<file path="src/sv/mtvc_pkg.sv">
package mtvc_pkg;

  // default detection window depth
  localparam int unsigned WINDOW_DEPTH_DEF = 32;

  // item codes
  localparam logic [1:0] FUNC_REPORT = 2'd0;
  localparam logic [1:0] FUNC_TICK   = 2'd1;
  localparam logic [1:0] FUNC_CLEAR  = 2'd2;
  localparam logic [1:0] FUNC_UNUSED = 2'd3;

  // configuration register indexes
  localparam logic [1:0] REG_LOST = 2'd0;
  localparam logic [1:0] REG_CONE = 2'd1;
  localparam logic [1:0] REG_RATE = 2'd2;
  localparam logic [1:0] REG_WIN  = 2'd3;

  // shared multiplier operand and accumulator widths
  localparam int unsigned MUL_W = 33;
  localparam int unsigned ACC_W = 68;

  // marker velocity divider
  localparam int unsigned DIV_NUM_W = 46;
  localparam int unsigned MV_W      = 14;
  localparam int unsigned DIV_QB    = 13;

  // filter weights, Q10
  localparam int W_PAD_NEW = 717;
  localparam int W_PAD_OLD = 307;
  localparam int W_POS_NEW = 819;
  localparam int W_POS_OLD = 205;
  // marker velocity gains
  localparam int K_DAMP    = 614;
  localparam int K_DIFF    = 40960;
  // limits
  localparam int CLIP_MV   = 5000;
  localparam int LIM_VEL   = 60000;
  localparam int LIM_PAD_LO = -65536;
  localparam int LIM_PAD_HI = 65535;

  typedef enum logic [1:0] {
    MAC_LOAD = 2'd0,
    MAC_NEG  = 2'd1,
    MAC_ADD  = 2'd2,
    MAC_SUB  = 2'd3
  } mac_op_e;

  typedef struct packed {
    logic    en;
    mac_op_e op;
  } mac_ctl_t;

  // divide by 2^k, rounding half away from zero
  function automatic logic signed [ACC_W-1:0] rnd_shift(input logic signed [ACC_W-1:0] v,
                                                       input int unsigned k);
    logic [ACC_W-1:0] mag;
    logic [ACC_W-1:0] q;
    mag = v[ACC_W-1] ? ACC_W'(-v) : ACC_W'(v);
    q = (mag + (ACC_W'(1) << (k - 1))) >> k;
    return v[ACC_W-1] ? -$signed(q) : $signed(q);
  endfunction

  function automatic logic signed [ACC_W-1:0] sat_acc(input logic signed [ACC_W-1:0] v,
                                                     input logic signed [ACC_W-1:0] lo,
                                                     input logic signed [ACC_W-1:0] hi);
    logic signed [ACC_W-1:0] r;
    r = (v < lo) ? lo : ((v > hi) ? hi : v);
    return r;
  endfunction

endpackage

</file>
<file path="src/sv/mtvc_mac.sv">
module mtvc_mac
  import mtvc_pkg::*;
(
  input  logic                    clk_i,
  input  logic                    rst_ni,
  input  mac_ctl_t                ctl_i,
  input  logic signed [MUL_W-1:0] a_i,
  input  logic signed [MUL_W-1:0] b_i,
  output logic signed [ACC_W-1:0] acc_o
);

  logic signed [2*MUL_W-1:0] prod;
  logic signed [ACC_W-1:0]   prod_x;
  logic signed [ACC_W-1:0]   acc_d;
  logic signed [ACC_W-1:0]   acc_q;

  assign prod   = a_i * b_i;
  assign prod_x = ACC_W'(prod);

  always_comb begin
    case (ctl_i.op)
      MAC_LOAD: acc_d = prod_x;
      MAC_NEG:  acc_d = -prod_x;
      MAC_ADD:  acc_d = acc_q + prod_x;
      MAC_SUB:  acc_d = acc_q - prod_x;
      default:  acc_d = acc_q;
    endcase
  end

  always_ff @(posedge clk_i or negedge rst_ni) begin
    if (!rst_ni) begin
      acc_q <= '0;
    end else if (ctl_i.en) begin
      acc_q <= acc_d;
    end
  end

  assign acc_o = acc_q;

endmodule

</file>
<file path="config.mk">
export PLATFORM = sky130hd
export DESIGN_NAME = mtvc_mac
export DESIGN_NICKNAME = d
export VERILOG_FILES = /design/src/sv/mtvc_pkg.sv /design/src/sv/mtvc_mac.sv
export SDC_FILE = /design/constraint.sdc
export NUM_CORES = 2
export LEC_CHECK = 0
export BUFFER_PORTS_ARGS = -buffer_cell sky130_fd_sc_hd__buf_2
export CELL_PAD_IN_SITES_DETAIL_PLACEMENT = 1
export CELL_PAD_IN_SITES_GLOBAL_PLACEMENT = 1
export CORE_ASPECT_RATIO = 0.75
export CORE_MARGIN = 10
export CORE_UTILIZATION = 30
export DETAILED_ROUTE_END_ITERATION = 6
export HOLD_SLACK_MARGIN = 0.03
export MAX_ROUTING_LAYER = met4
export PLACE_DENSITY = 0.66
export SYNTH_ARGS = -nofsm -noshare
export SYNTH_HDL_FRONTEND = slang
export SYNTH_SLANG_ARGS = --single-unit
</file>
<file path="constraint.sdc">
create_clock -name clk_i -period 4.4 [get_ports clk_i]
set_input_delay 1.32 -clock clk_i [delete_from_list [all_inputs] [get_ports clk_i]]
set_output_delay 1.32 -clock clk_i [all_outputs]
set_load 0.01 [all_outputs]
</file>
==> summary.md <==
| Metric | Value |
|---|---|
| Req. time, crit path | `4700 ps` |
| Clock period minus worst slack | `12080 ps` |
| Layout net count | `8080` |
| Mean Syn Cell Area | `8.70 sq um` |
| Final total negative setup slack | `-365640 ps` |
| Post-DRT Antenna Nets | `0` |
| Synth Flop Type | `dfrtp_1` |
| Largest area contributor in the netlist | `fa_1` |
| Clock transition at path regs | `70 ps` |
| Rel. slew slack | `41.2%` |
| DP HPWL | `153 mm` |
| CTS Sinks | `68` |
| Hold path depth | `2` |
| CP max-delay cell | `or4b_4` |
| P&R area growth vs syn | `28.1%` |
| Met3 usage | `1.85%` |
| GRT Max-Usage Layer | `met2` |
| CTS Buffer Depth | `2` |
| Area contributors post-synth | `fa_1 (46%), inv_1 (9.1%), ha_1 (7.2%), and2_1 (6.8%), nand2_1 (5.7%)` |
| F_max | `0.0828 GHz` |
| Port Buffers | `138` |
| I/O Pins | `139` |
| Clock Latency Late Sink | `390 ps` |
| Critical R2R Capture | `acc_o[64]$_DFFE_PN0P_` |
| Fin. Hold Viols | `0` |
| Vias in the first global route | `48800` |
| Antenna violations before repair | `4` |
| Die X | `488 microns` |
| Failing checks | `design-rule violations, negative setup slack` |
| Final RePlAce weighted congestion | `0.910` |
| Met2 usage | `34.1%` |
| Asr flop ratio synth | `100%` |
| Crit share post-route | `274%` |
| Ys Warns | `0` |
| Die height | `371 microns` |
| Startpoint types | `primary input` |
| Met1 Use GR | `27.1%` |
| Row count | `128` |
| Max-slew violation count | `0` |
| Post-DR wirelength/cell | `20.3 microns` |
| #FFs+latches synth | `68` |
| Post-Route WL | `177 mm` |
| Pin count of the biggest net entering global routing | `67` |
| Via/cell ratio | `4.88` |
| Worst setup slack after layout | `-7680 ps` |
| Run status | `complete, but fails checks` |
| Critical Path Max Stage Delay | `600 ps` |
| Reg2Reg Depth | `21` |
| Fillers | `19100` |
| Yosys top cell area share | `46.5%` |
| Hold path start | `acc_o[51]$_DFFE_PN0P_` |
| Setup crit end kind | `register` |
| Gr usage total | `20.1%` |
| Initial DRC count | `2404` |
| Worst Hold End | `acc_o[51]$_DFFE_PN0P_` |
| Largest register FFs | `68` |
| RSZ-0062 raised after global routing | `true` |
| Post-route DRC | `2` |
| Post-Syn Instances | `5677` |
| Pre-antenna DRT Iters | `7` |
| Final setup violation count | `65` |
| Total of max-cap violations | `0` |
| Core area | `163000 sq um` |
| Critical path type | `in -> reg` |
| Cts bufs inserted | `9` |
| CP arrival | `12380 ps` |
| Layout cells sized above 1 | `25.4%` |
| Grt total ovfl | `0` |
| Most frequent cell after synthesis | `inv_1` |
| Max Fanout on Critical Path | `7` |
| CTS Hold Bufs | `0` |
| R2R Setup Slk | `100 ps` |
| Most frequent cells after synthesis | `inv_1 (1192), fa_1 (1146), nand2_1 (744)` |
| Hold WC Path Type | `reg -> reg` |
| Yosys cell types | `105` |
| DR vias | `42600` |
| Post-Syn Nets | `7179` |
| First-pass GRT wire length | `283 mm` |
| TritonCTS clock tree | `yes` |
| Most common cell on crit path | `fa_1` |
| Die ar. | `181000 sq um` |
| Mapped cell area | `49400 sq um` |
| Clk root buf | `clkbuf_16` |
| Reg2reg start | `acc_o[0]$_DFFE_PN0P_` |
| Initial Util | `30.3%` |
| # H-tree levels | `3` |
| Seq/Total Area, Yosys | `3.45%` |
| Post-synth EDFFs | `0` |
| Slew @ Worst Pin | `882 ps` |
| Clk_skew | `18.6 ps` |
[worst max-delay path by stage]
stage | start | endpoint | cells past startpoint
2_1_floorplan | a_i[24] | acc_o[67]$_DFFE_PN0P_ | 43
3_3_place_gp | b_i[0] | acc_o[64]$_DFFE_PN0P_ | 46
3_5_place_dp | b_i[0] | acc_o[62]$_DFFE_PN0P_ | 46
4_1_cts | b_i[2] | acc_o[67]$_DFFE_PN0P_ | 46
5_1_grt | b_i[0] | acc_o[67]$_DFFE_PN0P_ | 47
6_report | b_i[0] | acc_o[67]$_DFFE_PN0P_ | 48
[layout make-up]
class | instances | area (sq um) | share of cell area [%]
clock buffers | 9 | 225 | 0.356
inverters | 1195 | 4490 | 7.09
diodes | 3 | 7.51 | 0.0119
repair buffers | 1183 | 9490 | 15.0
well taps | 2145 | 2680 | 4.24
multi-input cells | 4121 | 44600 | 70.5
clock inverters | 7 | 76.3 | 0.121
flip-flops and latches | 68 | 1700 | 2.69
[per-stage QoR]
stage / instance area, sq um / worst slack, ps / hold slack, ps / instances / utilization [%]
after floorplan: 50600 / -7380 / 540 / 5677 / -
after global placement: 59900 / -8160 / 508 / 8619 / 36.8
after detailed placement: 59900 / -8250 / 522 / 8619 / 36.8
after CTS: 62100 / -7530 / 541 / 8697 / 38.1
after global routing: 63200 / -8070 / 569 / 8730 / 38.8
final: 63200 / -7680 / 551 / 8731 / 38.8
[layout by cell type, fill, tap and decap left out, types with 42 or more instances in the layout]
cell / count
inv_1: 1151
fa_1: 1103
buf_4: 967
nand2_1: 722
and2_1: 497
ha_1: 235
nor2_1: 171
a21oi_1: 130
xnor2_1: 124
buf_2: 88
xor2_1: 86
a21o_1: 82
buf_6: 80
o21ai_0: 76
dfrtp_1: 68
o21ai_1: 53
ha_4: 46
fa_2: 43
inv_2: 42
[cell families after synthesis]
kind of cell	after synthesis	share of synthesized area [%]
XOR/XNOR	239	4.31
flip-flops	68	3.45
buffers and inverters	1488	11.4
AO/OA/AOI/OAI	685	9.21
adder cells (fa/ha/maj)	1431	53.7
multiplexers	17	0.365
AND/OR/NAND/NOR	1749	17.6
[metal layers]
| metal | share of wire [%] | vias to the layer above | wire length (microns) |
|---|---|---|---|
| met5 | 0 | - | 0 |
| met3 | 3.9 | 129 | 6880 |
| met4 | 1.1 | 0 | 1920 |
| met1 | 46 | 22600 | 81300 |
| li1 | - | 19000 | - |
| met2 | 49 | 819 | 87100 |
[critical path, delay by kind of cell]
family / cells / cell delay, ps
buf+inv: 13 / 1360
compound gates: 15 / 3180
xor+xnor: 2 / 350
fa+ha+maj: 10 / 4060
simple gates: 8 / 2080
[timing repair]
item | CTS | global route
buffers inserted | 60 | 34
resized for setup | 345 | 191
pin swaps | 192 | 119
gates cloned | 3 | 0
endpoints found under the setup margin | 65 | 65
Power is not shown: default switching activity piles up to over one toggle a cycle in this logic, so the estimate is an artifact.
