==> config.mk <==
export PLATFORM = sky130hd
export DESIGN_NAME = mtvc_div
export DESIGN_NICKNAME = d
export VERILOG_FILES = /design/src/sv/mtvc_pkg.sv /design/src/sv/mtvc_div.sv
export SDC_FILE = /design/constraint.sdc
export NUM_CORES = 1
export LEC_CHECK = 0
export ABC_CLOCK_PERIOD_IN_PS = 3900
export BUFFER_PORTS_ARGS = -buffer_cell sky130_fd_sc_hd__buf_4
export CAP_MARGIN = 20
export CORE_ASPECT_RATIO = 2
export CORE_MARGIN = 3
export CORE_UTILIZATION = 30
export DETAILED_ROUTE_END_ITERATION = 8
export GPL_TIMING_DRIVEN = 0
export HOLD_SLACK_MARGIN = 0.08
export PLACE_DENSITY = 0.5
export SETUP_SLACK_MARGIN = 0.02
export SYNTH_ARGS = -nofsm -noshare
export SYNTH_HDL_FRONTEND = slang
export SYNTH_SLANG_ARGS = --single-unit
==> constraint.sdc <==
create_clock -name clk_i -period 3.9 [get_ports clk_i]
set_input_delay 0.39 -clock clk_i [delete_from_list [all_inputs] [get_ports clk_i]]
set_output_delay 0.39 -clock clk_i [all_outputs]
set_load 0.005 [all_outputs]
==> src/sv/mtvc_pkg.sv <==
package mtvc_pkg;

  // default detection window depth
  localparam int unsigned WINDOW_DEPTH_DEF = 32;

  // item codes
  localparam logic [1:0] FUNC_REPORT = 2'd0;
  localparam logic [1:0] FUNC_TICK   = 2'd1;
  localparam logic [1:0] FUNC_CLEAR  = 2'd2;
  localparam logic [1:0] FUNC_UNUSED = 2'd3;

  // configuration register indexes
  localparam logic [1:0] REG_LOST = 2'd0;
  localparam logic [1:0] REG_CONE = 2'd1;
  localparam logic [1:0] REG_RATE = 2'd2;
  localparam logic [1:0] REG_WIN  = 2'd3;

  // shared multiplier operand and accumulator widths
  localparam int unsigned MUL_W = 33;
  localparam int unsigned ACC_W = 68;

  // marker velocity divider
  localparam int unsigned DIV_NUM_W = 46;
  localparam int unsigned MV_W      = 14;
  localparam int unsigned DIV_QB    = 13;

  // filter weights, Q10
  localparam int W_PAD_NEW = 717;
  localparam int W_PAD_OLD = 307;
  localparam int W_POS_NEW = 819;
  localparam int W_POS_OLD = 205;
  // marker velocity gains
  localparam int K_DAMP    = 614;
  localparam int K_DIFF    = 40960;
  // limits
  localparam int CLIP_MV   = 5000;
  localparam int LIM_VEL   = 60000;
  localparam int LIM_PAD_LO = -65536;
  localparam int LIM_PAD_HI = 65535;

  typedef enum logic [1:0] {
    MAC_LOAD = 2'd0,
    MAC_NEG  = 2'd1,
    MAC_ADD  = 2'd2,
    MAC_SUB  = 2'd3
  } mac_op_e;

  typedef struct packed {
    logic    en;
    mac_op_e op;
  } mac_ctl_t;

  // divide by 2^k, rounding half away from zero
  function automatic logic signed [ACC_W-1:0] rnd_shift(input logic signed [ACC_W-1:0] v,
                                                       input int unsigned k);
    logic [ACC_W-1:0] mag;
    logic [ACC_W-1:0] q;
    mag = v[ACC_W-1] ? ACC_W'(-v) : ACC_W'(v);
    q = (mag + (ACC_W'(1) << (k - 1))) >> k;
    return v[ACC_W-1] ? -$signed(q) : $signed(q);
  endfunction

  function automatic logic signed [ACC_W-1:0] sat_acc(input logic signed [ACC_W-1:0] v,
                                                     input logic signed [ACC_W-1:0] lo,
                                                     input logic signed [ACC_W-1:0] hi);
    logic signed [ACC_W-1:0] r;
    r = (v < lo) ? lo : ((v > hi) ? hi : v);
    return r;
  endfunction

endpackage

==> src/sv/mtvc_div.sv <==
module mtvc_div
  import mtvc_pkg::*;
(
  input  logic                        clk_i,
  input  logic                        rst_ni,
  input  logic                        start_i,
  input  logic signed [DIV_NUM_W-1:0] num_i,
  input  logic [15:0]                 dt_i,
  output logic                        done_o,
  output logic signed [MV_W-1:0]      quo_o
);

  // quotient = round(num / (1024*dt)), clipped to +-CLIP_MV, one bit a cycle

  logic                 busy_q;
  logic                 done_q;
  logic [DIV_NUM_W-1:0] rem_q;
  logic [DIV_NUM_W-1:0] dsh_q;
  logic [DIV_QB-1:0]    q_q;
  logic [3:0]           cnt_q;
  logic                 neg_q;
  logic                 sat_q;

  logic [DIV_NUM_W-1:0] mag;
  logic [DIV_NUM_W-1:0] madd;
  logic [DIV_NUM_W-1:0] dt_w;
  logic                 fit;
  logic [MV_W-1:0]      qv;

  assign dt_w = DIV_NUM_W'(dt_i);
  assign mag  = num_i[DIV_NUM_W-1] ? DIV_NUM_W'(-num_i) : DIV_NUM_W'(num_i);
  assign madd = mag + (dt_w << 9);
  assign fit  = rem_q >= dsh_q;

  always_ff @(posedge clk_i or negedge rst_ni) begin
    if (!rst_ni) begin
      busy_q <= 1'b0;
      done_q <= 1'b0;
    end else begin
      done_q <= 1'b0;
      if (start_i) begin
        busy_q <= 1'b1;
      end else if (busy_q && cnt_q == 4'd0) begin
        busy_q <= 1'b0;
        done_q <= 1'b1;
      end
    end
  end

  always_ff @(posedge clk_i) begin
    if (start_i) begin
      rem_q <= madd;
      dsh_q <= dt_w << (10 + DIV_QB - 1);
      sat_q <= madd >= (dt_w << (10 + DIV_QB));
      neg_q <= num_i[DIV_NUM_W-1];
      cnt_q <= 4'(DIV_QB - 1);
      q_q   <= '0;
    end else if (busy_q) begin
      if (fit) begin
        rem_q <= rem_q - dsh_q;
      end
      q_q   <= {q_q[DIV_QB-2:0], fit};
      dsh_q <= dsh_q >> 1;
      cnt_q <= cnt_q - 4'd1;
    end
  end

  always_comb begin
    if (sat_q || MV_W'(q_q) > MV_W'(CLIP_MV)) begin
      qv = MV_W'(CLIP_MV);
    end else begin
      qv = MV_W'(q_q);
    end
  end

  assign quo_o  = neg_q ? -$signed(qv) : $signed(qv);
  assign done_o = done_q;

endmodule

==> impl_metrics.yaml <==
run_status:
  outcome: "finished, violations left"
  violations: "negative setup slack"
worst_setup_path:
  crit_path_top_delay_cell: "or4_4"
  critPathArrivalTime_ns: 6.34
  criticalPathCategory: "in -> reg"
  max_stage_delay_ns: 0.58
  critical_path.max_fanout: 6
  regToRegEndpoint: "rem_q[43]$_DFFE_PP_"
  required_ns: 4.03
  worstSetupEndpointType: "flip-flop"
  r2r_setup_slack_ns: 0.17
  r2r_cells: 11
  cp_common_cell: "buf_6"
  r2r_start: "dsh_q[1]$_SDFFE_PP0P_"
  critPathLaunchType: "input port"
sta:
  skew_ns: 0.0142
  slew_headroom_pct: 28.1
  hold_slack_ns: 0.292
  tightest_slew_ns: 1.08
  fmax_mhz: 161
  fin_ws_ns: -2.31
  drv_slew: 0
  setup_viol: 18
  fin_tns_setup_ns: -7.44
  rsz0062_at_grt: "true"
  post-route-min-period_ns: 6.21
  timing.final.crit_share_pct: 159
  hold_viol: 0
hold_path:
  holdPathStages: 1
  hold_path_class: "in -> reg"
  worstHoldStart: "start_i"
  hold-path-endpoint: "neg_q$_DFFE_PP_"
placed_design:
  post-place-cells: 1771
  hpwl_um: 32300
  portBuffers: 73
  gp_congestion: 0.909
power:
  peakVddDrop_mv: 0.276
  p_leak_nw: 5.66
  p_per_area_nw_per_um2: 445
  power.total_mw: 6.14
global_route:
  grt_start_max_net_pins: 26
  grt_first_pass_wirelength_um: 61300
  gr-total-overflow: 0
  met3_usage_pct: 2.65
  grtUsageMet1_pct: 19.8
  busiest_layer: "met2"
  met2_usage_pct: 44.8
  grt_pass1_vias: 10900
  grt_usage_pct: 22.3
  antenna_found_initial: 1
clock_tree:
  h-tree-depth: 3
  cts_sinks: 105
  clockRootBuffer: "clkbuf_16"
  cts_tree: "done"
  cts_buffers: 9
  clkTransAtPathRegs_ns: 0.08
  clk-insertion-delay-late_ns: 0.37
  cts.path.max_buffers: 2
die:
  row_count: 94
  core_um2: 33200
  start_util_pct: 30.7
  die_h_um: 266
  dieArea_um2: 36300
  die_x_um: 136
  ios: 80
logic_synthesis:
  synth-edff-count: 64
  synth-seq-cells: 105
  async_flop_share_pct: 1.90
  ys_seq_area_share_pct: 27.1
  syn_area_um2: 10200
  avgSynthCellArea_um2: 8.04
  yosys_warnings: 0
  synthFlopType: "edfxtp_1"
  ys_types: 75
  synth_nets: 1407
  synthCells: 1264
route:
  wire_per_inst_um: 21.6
  drc: 0
  first_pass_iters: 5
  viasPerCell: 5.52
  antenna_left: 0
  drt_iter0_drc: 496
  vias: 10400
  wl_um: 40600
final_layout:
  fin_cells: 1875
  n_antenna_cell: 0
  final_cell_mix: "buf_4 (121), nor2_1 (100), nand2_1 (100)"
  fin_nets: 1581
  synthToLayoutAreaGrowth_pct: 35.8
  final_common_cell: "buf_4"
  drive_gt1_share_pct: 25.2
run:
  drv_cap: 0
==> stage by stage <==
stage	util [%]	area, µm²	worst slack (ns)
6_report	41.6	13800	-2.31
5_1_grt	41.6	13800	-2.54
4_1_cts	40.3	13400	-2.47
3_5_place_dp	34.6	11500	-4.10
3_3_place_gp	34.6	11500	-4.11
2_1_floorplan	-	10400	-1.60
==> report_power, final <==
part	total (mW)	internal [mW]	switching, mW
combinational	3.59	1.51	2.08
clock	0.944	0.504	0.441
sequential	1.61	1.49	0.115
total	6.14	3.51	2.64
==> metal layers <==
layer  part of all wire, %  routed length (µm)
met5                 0.032                  13
met4                   7.8                3180
met3                   3.2                1300
met2                    57               23100
met1                    32               13000
==> repair_timing <==
action,in CTS,in global routing
hold buffers,1,0
endpoints found under the setup margin,80,65
cloned,1,0
pin swaps,51,73
endpoints found under the hold margin,2,0
setup buffers,86,36
gates resized for setup,183,101
==> state kept, by name, indices dropped and copies added, names as in the netlist <==
register	flops
busy_q	1
cnt_q	4
done_o	1
dsh_q	38
neg_q	1
q_q	13
rem_q	46
sat_q	1
==> Yosys cell counts, drive strengths merged (7+ instances only) <==
| library cell | count | area [µm²] |
|---|---|---|
| o21a | 21 | 158 |
| nand2 | 109 | 409 |
| o41ai | 11 | 96.3 |
| or3 | 16 | 100 |
| buf | 14 | 57.6 |
| o211ai | 8 | 60.1 |
| and4 | 7 | 61.3 |
| nor3 | 33 | 165 |
| a21o | 32 | 240 |
| o21ai | 83 | 415 |
| nand2b | 13 | 81.3 |
| nand3 | 26 | 130 |
| ha | 76 | 951 |
| dfxtp | 39 | 781 |
| mux2i | 40 | 400 |
| o31ai | 20 | 150 |
| o21bai | 10 | 75.1 |
| or4 | 14 | 113 |
| a21oi | 85 | 425 |
| a31oi | 13 | 81.3 |
| and3 | 13 | 86.3 |
| nor4 | 24 | 150 |
| xnor2 | 60 | 526 |
| nor2 | 111 | 419 |
| or2 | 7 | 43.8 |
| xor2 | 44 | 385 |
| nor2b | 16 | 100 |
| nand4 | 19 | 119 |
| clkbuf | 43 | 161 |
| a211oi | 9 | 67.6 |
| inv | 87 | 327 |
| edfxtp | 64 | 1920 |
==> worst max-delay path, delay by kind of cell <==
| family | cells | cell delay, ns |
|---|---|---|
| fa+ha+maj | 2 | 0.57 |
| simple gates | 7 | 1.84 |
| buf+inv | 23 | 2.32 |
| compound gates | 3 | 0.63 |
| mux | 1 | 0.26 |
| xor+xnor | 2 | 0.29 |
==> kinds of logic (layout without fill, tap and decap cells) <==
family	count (synthesis)	count (layout)	share of synthesized area, %
mux	44	44	4.38
simple gates	438	439	21.9
fa+ha+maj	78	78	9.75
compound gates	350	350	22.5
xor+xnor	104	104	8.96
buf+inv	145	323	5.40
flops	105	105	27.1
==> how the worst max path moves through the flow <==
stage / startpoint / endpoint / slack (ns)
2_1_floorplan: num_i[6] / sat_q$_DFFE_PP_ / -1.60
3_3_place_gp: num_i[45] / sat_q$_DFFE_PP_ / -4.11
3_5_place_dp: num_i[45] / sat_q$_DFFE_PP_ / -4.10
4_1_cts: num_i[7] / sat_q$_DFFE_PP_ / -2.47
5_1_grt: num_i[7] / sat_q$_DFFE_PP_ / -2.54
6_report: num_i[7] / rem_q[33]$_DFFE_PP_ / -2.31
==> cell type report <==
class | instances | area (µm²)
inverter | 88 | 343
multi-input combinational | 1015 | 8120
tap | 432 | 541
clock inverter | 5 | 63.8
fill | 3370 | 19400
sequential | 105 | 2760
clock buffer | 11 | 233
buffer | 48 | 234
timing repair buffer | 171 | 1510
Note: power is estimated with default switching activity, not from simulation.
